## src/rtl/core/bba_ffz.sv

```systemverilog
// Find-first-zero encoder: lowest clear bit of a vector, as one-hot and index.
// No package dependency.
module bba_ffz #(
  parameter  int W  = 64,
  localparam int IW = (W > 1) ? $clog2(W) : 1
) (
  input  logic [W-1:0]  vec,
  output logic          found,
  output logic [IW-1:0] idx,
  output logic [W-1:0]  onehot
);

  logic [W-1:0] inv;

  // isolate the lowest set bit of the inverted vector
  assign inv    = ~vec;
  assign onehot = inv & (~inv + W'(1));
  assign found  = |inv;

  always_comb begin
    idx = '0;
    for (int k = 0; k < IW; k++) begin
      for (int i = 0; i < W; i++) begin
        if (onehot[i] && (((i >> k) & 1) != 0)) begin
          idx[k] = 1'b1;
        end
      end
    end
  end

endmodule

```

## config.mk

```make
export PLATFORM = sky130hd
export DESIGN_NAME = bba_ffz
export DESIGN_NICKNAME = d
export VERILOG_FILES = /design/src/rtl/core/bba_ffz.sv
export SDC_FILE = /design/constraint.sdc
export NUM_CORES = 1
export LEC_CHECK = 0
export BUFFER_PORTS_ARGS = -buffer_cell sky130_fd_sc_hd__buf_2
export CORE_MARGIN = 1
export CORE_UTILIZATION = 46
export DETAILED_ROUTE_END_ITERATION = 6
export PLACE_DENSITY = 0.94
export SETUP_SLACK_MARGIN = 0.4
export SLEW_MARGIN = 20
export SYNTH_ARGS = -nofsm -noshare
export SYNTH_HDL_FRONTEND = slang
export SYNTH_SLANG_ARGS = --single-unit
```

## constraint.sdc

```tcl
create_clock -name vclk -period 2.35
set_input_delay 0.1175 -clock vclk [all_inputs]
set_output_delay 0.1175 -clock vclk [all_outputs]
set_load 0.01 [all_outputs]
```

* Word level (Yosys, flattened, before mapping) *
Index checks and enable logic that the tools add are counted.

cells by class
  add/sub/neg operators = 1
  $mul = 0
  divide/modulo/power cells = 0
  $lt $le $gt $ge = 0
  eq/ne operators = 0
  shift-type cells = 0
  multiplexer cells = 192
  bitwise gates (word level) = 3
  reductions and logical operators = 1

operator list
  cell                                                             count
  1-bit two-way mux                                                192
  64-bit NOT                                                       2
  64-bit by 1-bit adder with 64-bit output, second input constant  1
  64-bit bitwise AND                                               1
  64-bit OR reduction                                              1

storage, ports and cells
  register bits = 0
  bits in latches = 0
  bits in writable memories = 0
  bits in read-only memories = 0
  input bits = 64
  output and inout port bits = 71
  memories = 0

* Longest topological paths before layout *
Gate-level depths: netlist (run 1).

  word-level depth = 36
  gate-level depth with buffers = 8
  mapped depth without buffers = 6

* Worst setup path after synthesis (run 1) *
Ideal clock, no wire load.

  path type = in2out
  start = input vec[21]
  end = output idx[0]
  data arrival time = 1,679 ps
  required time = 2,233 ps
  path slack = 554 ps
  cell stages on the path = 6
  path through = nand3_1 -> nor4_4 -> nand3_4 -> nor3_1 -> nor4_1 -> nand4_1

RTL lines
  element                                   RTL line  source
  start: declaration                        7         input logic [W-1:0] vec,
  64-bit NOT                                16        assign inv = ~vec;
  64-bit NOT                                17        assign onehot = inv & (~inv + W'(1));
  64-bit by 1-bit adder with 64-bit output  17
  64-bit bitwise AND                        17
  named net onehot[57]                      10        output logic [W-1:0] onehot
  1-bit two-way mux (4 in series)           24        if (onehot[i] && (((i >> k) & 1) != 0)) begin
  end: declaration                          9         output logic [IW-1:0] idx,

The timed path passes the listed nets, and every way through them passes these cells.

* Worst setup path in the final report (run 1) *
  start = input vec[20]
  end = output idx[2]

between the ends
  longest elaborated chain between the ends = 28

ends and longest elaborated chain
  element                                   RTL line
  64-bit NOT *                              16
  64-bit NOT                                17
  64-bit by 1-bit adder with 64-bit output  17
  64-bit bitwise AND *                      17
  1-bit two-way mux (23 in series)          24
  1-bit two-way mux *                       24

Every way passes the cells marked *; elsewhere a longest branch is shown, timed or not.

==> run_results.csv, run 1 <==
group,metric,value,unit
power,p_leak,1.58,nW
detailed_routing,drtIter0Drc,451,
timing,max_clock_freq,457,MHz
global_route,grt_max_degree,15,
floorplanning,ios,135,
floorplanning,core_area,3660,um^2
detailed_routing,via_count,3492,
global_route,grt_pass1_vias,2587,
timing,tightestPinTransition,625,ps
synth,synth.distinct_cells,58,
worst_setup_path,cp_cell_sequence,"buf_2 > nand3_2 > buf_4 > nor2_1 > nand4b_4 > nor4_4 > nor3_2 > nand4_1 > buf_2",
worst_setup_path,worst_path_dominant_cell_family,"simple AND/OR/NAND/NOR gates",
timing,final-setup-viol-count,0,
detailed_routing,detail-route-antenna-nets,0,
synth,synth_top_family_by_area,"simple AND/OR/NAND/NOR gates",
flow_run,drv_cap,0,
synth,yosys_warnings,0,
timing,min_period,2190,ps
power,p_int,0.000109,W
detailed_routing,routedWlPerCell,21.9,um
synth,synth-simple-area-share,0.760,
detailed_routing,vias_per_cell,7.08,
synth,synth_fp_nets,339,
worst_setup_path,cpMostUsedCell,"buf_2",
finish,stdcell_count,493,
worst_setup_path,max_stage_delay,440,ps
detailed_routing,routed_wl,10800,um
synth,syn_area_per_cell,6.37,um^2
worst_setup_path,slowest_stage,"nor2_1",
floorplanning,die_h,63.7,um
global_route,antenna_found_initial,0,
floorplanning,initial_core_util,0.478,
worst_setup_path,critPathRequiredTime,2230,ps
cts,ctsHoldBuffers,0,
timing,tns,0,ps
worst_setup_path,timing.critical_path.buf_inv,3,
timing,fin_crit_sh,0.931,
finish,clock_buffers,0,
power,p_comb_frac,1.000,
global_route,grt_usage,0.345,
detailed_routing,dr.pass1.iters,7,
power,power_frac_seq,0,
synth,synth_common_cells,"nor2_1 (40), nand2_1 (28), nor3_1 (27), nand4_1 (17), nand3_1 (16)",
placed_design,buffer_ports.inserted,135,
global_route,grt_overflow,0,
synth,yosys.area.top_type,"nor2_1",
global_route,grt_pass1_wl,11500,um
worst_setup_path,crit_path_max_fanout,7,
floorplanning,die_x,63.7,um
finish,fin_nets,511,
timing,max_slew_margin,0.581,
detailed_routing,drc,1,
finish,diodes,0,
placed_design,dp.cells,458,
finish,final_cell_area,3250,um^2
synth,synth-seq-area-share,0,
finish,n_sequential_cell,0,
floorplanning,die_area,4060,um^2
timing,rsz0062_at_grt,"true",
synth,yosysMostFrequentCell,"nor2_1",
placed_design,place.gp.congestion,1.03,
power,swShare,0.604,
synth,synth.area.mux_share,0,
synth,synth.cell_area,1750,um^2
power,design_power_total,0.000275,W
synth,yosysTopAreaCellShare,0.0858,
synth,synth_xor_area_frac,0,
floorplanning,rows,22,
placed_design,dpl_cell_area,2520,um^2
finish,area_growth,85.9,%
timing,slew_viol_final,0,
finish,drive_gt1_frac,0.555,
power,switching_power,0.000166,W
worst_setup_path,crit_type,"in -> out",
power,pwr-share-clk,0,
worst_setup_path,cp-end-kind,"output port",
run_status,status,"finished, violations left",
worst_hold_path,min_path_type,"in -> out",
synth,synth_fa_ha_area_frac,0,
synth,synth_compound_area_frac,0.182,
finish,utilization,0.889,
worst_setup_path,arrival,2070,ps
worst_setup_path,critPathLaunchType,"input port",
finish,seq_area,0,um^2
timing,final_hold_viol_count,0,
synth,synthCells,275,
synth,synth.top_cells.by_area,"nor2_1 (8.6%), nor3_1 (7.7%), nand4_1 (6.1%)",
run_status,violations,"design-rule violations",
power,vdd_drop_max,0.0000771,V
power,p_per_area,84.6,nW/um^2
placed_design,hpwlAfterDp,5900,um
stage by stage:
stage	worst slack, ps	hold slack, ps
after global routing	84.4	524
after floorplan	554	271
after detailed placement	213	498
after CTS	397	511
after global placement	273	496
final	163	510
per-layer routing:
layer	vias to the layer above	GRT usage	wire, um
met5	-	0	0
met4	0	0.111	1070
met3	142	0.0417	1310
met2	391	0.642	4900
met1	1532	0.399	3530
li1	1427	-	-
power groups by stage:
stage          clock network, W  logic [W]  registers [W]
3_5_place_dp                  0   0.000202              0
3_3_place_gp                  0   0.000198              0
2_1_floorplan                 0  0.0000780              0
5_1_grt                       0   0.000288              0
4_1_cts                       0   0.000210              0
6_report                      0   0.000275              0
final cells by class:
cell class / instances / area (um^2)
multi-input combinational: 254 / 1980
timing repair buffer: 178 / 1160
fill: 192 / 407
tap: 48 / 60.1
inverter: 13 / 48.8
cell families after synthesis:
| kind of cell | after synthesis |
|---|---|
| buffers and inverters | 22 |
| AO/OA/AOI/OAI | 41 |
| AND/OR/NAND/NOR | 212 |
repair_timing:
| item | CTS | global route |
|---|---|---|
| setup buffers | 11 | 20 |
| resized for setup | 20 | 75 |
| gates cloned | 1 | 3 |
| pin swaps | 9 | 24 |
| setup endpoints to repair | 12 | 14 |
cells in the final DEF (no fill, tap or decap), types with 4 or more instances in the layout:
master and n:
a21oi_1 5, a31oi_1 6, buf_2 118, buf_4 42, buf_6 10, buf_8 4, inv_1 13, nand2_1 25
nand2b_1 13, nand3_1 11, nand3_2 4, nand3b_1 4, nand4_1 17, nand4_4 5, nand4b_1 7, nor2_1 36
nor3_1 19, nor3_2 6, nor3b_1 4, nor4_1 7, nor4_2 9, nor4_4 7
final timing paths:
path | from | end | slack (ps) | depth (start not counted)
setup / recovery | vec[20] | idx[2] | 160 | 9
hold / removal | vec[12] | onehot[12] | 510 | 3
Power figures use the tool's default switching activity.
==> inputs of run 2 (changes only) <==
Settings changed: MAX_ROUTING_LAYER set to met4.
==> run 2 against run 1 <==
  * The flow now finishes without violations
  * Via count down 7.4%
  * Setup slack better by 180 ps
  * Critical path depth unchanged
  * Utilization down 5.4 points
  * Maximum frequency up 8.9%
  * Total power down 8.8%
  * Global-route usage up 1.3 points
  * Combinational power down 8.7%
  * Final cell count down 2.2%
  * Critical endpoint is now idx[0]
  * Largest power group unchanged
  * Highest routed layer unchanged
==> run_results.csv, run 2 (same netlist as run 1, synthesis figures left out) <==
group,metric,value,unit
worst_setup_path,critPathRequiredTime,2230,ps
power,swShare,0.613,
floorplanning,ios,135,
finish,diodes,0,
worst_setup_path,timing.critical_path.buf_inv,3,
finish,utilization,0.835,
floorplanning,die_area,4060,um^2
floorplanning,rows,22,
worst_hold_path,min_path_type,"in -> out",
floorplanning,die_h,63.7,um
global_route,grt_max_degree,21,
finish,drive_gt1_frac,0.518,
run_status,status,"complete, no violations",
power,p_leak,1.50,nW
global_route,grt_pass1_wl,11600,um
worst_setup_path,slowest_stage,"nor4_4",
timing,worst_hold_slack,491,ps
power,switching_power,0.000154,W
power,power_frac_seq,0,
detailed_routing,dr.pass1.iters,5,
floorplanning,core_area,3660,um^2
worst_setup_path,critPathLaunchType,"input port",
placed_design,place.gp.congestion,1.00,
timing,final-setup-viol-count,0,
power,vdd_drop_max,0.0000788,V
worst_setup_path,max_stage_delay,390,ps
timing,fin_crit_sh,0.855,
placed_design,dpl_cell_area,2530,um^2
global_route,antenna_found_initial,0,
detailed_routing,via_count,3235,
detailed_routing,detail-route-antenna-nets,0,
finish,final_cell_area,3060,um^2
finish,layout_commonest_cell,"buf_2",
worst_setup_path,cp_cell_sequence,"buf_2 > nand4_4 > nor4_4 > buf_4 > nand4_4 > nor3b_4 > nor3_2 > nand4_1 > buf_2",
worst_setup_path,cp-end-kind,"output port",
power,p_comb_frac,1.000,
timing,rsz0062_at_grt,"true",
worst_setup_path,crit_path_max_fanout,8,
detailed_routing,drc,0,
finish,area_growth,74.6,%
detailed_routing,routedWlPerCell,18.1,um
timing,min_period,2010,ps
timing,finalWorstSetupSlack,341,ps
flow_run,drv_cap,0,
placed_design,buffer_ports.inserted,135,
worst_setup_path,crit_type,"in -> out",
floorplanning,initial_core_util,0.478,
placed_design,hpwlAfterDp,5920,um
timing,tightestPinTransition,437,ps
finish,num-fill-cells,241,
finish,clock_buffers,0,
detailed_routing,drtIter0Drc,362,
global_route,grt_pass1_vias,2542,
timing,slew_viol_final,0,
global_route,grt_overflow,0,
finish,fin_nets,500,
finish,seq_area,0,um^2
power,p_int,0.0000971,W
power,p_per_area,82.1,nW/um^2
finish,n_sequential_cell,0,
global_route,grt_usage,0.357,
timing,tns,0,ps
detailed_routing,vias_per_cell,6.71,
timing,max_clock_freq,498,MHz
timing,max_slew_margin,0.706,
power,pwr-share-clk,0,
detailed_routing,routed_wl,8710,um
floorplanning,die_x,63.7,um
worst_setup_path,arrival,1890,ps
finish,layout_common_cells,"buf_2 (127), nor2_1 (36), buf_4 (27), nand2_1 (25), nor3_1 (20)",
timing,final_hold_viol_count,0,
worst_setup_path,worst_path_dominant_cell_family,"simple AND/OR/NAND/NOR gates",
placed_design,place_ws,136,ps
==> run 2: cell count changes in the layout (fill, tap and decap cells not counted), sizes merged <==
cell | before | now
clkbuf | 2 | 1
nand3 | 18 | 19
buf | 175 | 165
bufbuf | 1 | 0
==> run 2: metrics by stage <==
stage          total power (W)  cells
3_3_place_gp          0.000199    459
2_1_floorplan        0.0000780    275
3_5_place_dp          0.000204    459
4_1_cts               0.000209    467
6_report              0.000251    482
5_1_grt               0.000267    482
==> run 2: metal layers <==
layer | global-route usage | share of wire | vias to the layer above | routed length (um)
li1 | - | - | 1407 | -
met1 | 0.435 | 0.36 | 1448 | 3160
met2 | 0.640 | 0.46 | 312 | 4020
met3 | 0.0254 | 0.11 | 68 | 920
met4 | 0.0682 | 0.070 | 0 | 611
met5 | - | 0 | - | 0
==> run 2: power by group through the flow <==
stage	Sequential, W	Combinational (W)	Clock (W)
after global placement	0	0.000199	0
after detailed placement	0	0.000204	0
after global routing	0	0.000267	0
final	0	0.000251	0
after floorplan	0	0.0000780	0
after CTS	0	0.000209	0
==> run 2: final timing paths <==
kind	startpoint	end	slack [ps]	cells past startpoint
max	vec[32]	idx[0]	340	9
min	vec[10]	onehot[10]	490	3
==> run 2: worst min-delay path, stage by stage <==
cell	delay, ps
buf_8	90
nor2_1	40
buf_2	130
==> run 2: what timing repair did <==
item	CTS	global route
hold buffers	0	0
cloned	1	2
setup buffers	7	13
resized for setup	17	52
pin swaps	4	20
endpoints found under the setup margin	16	13
==> run 2: layout make-up <==
cell class	instances	area (um^2)	area share
well taps	48	60.1	0.0197
inverters	13	48.8	0.0160
repair buffers	166	1010	0.331
multi-input cells	255	1940	0.633
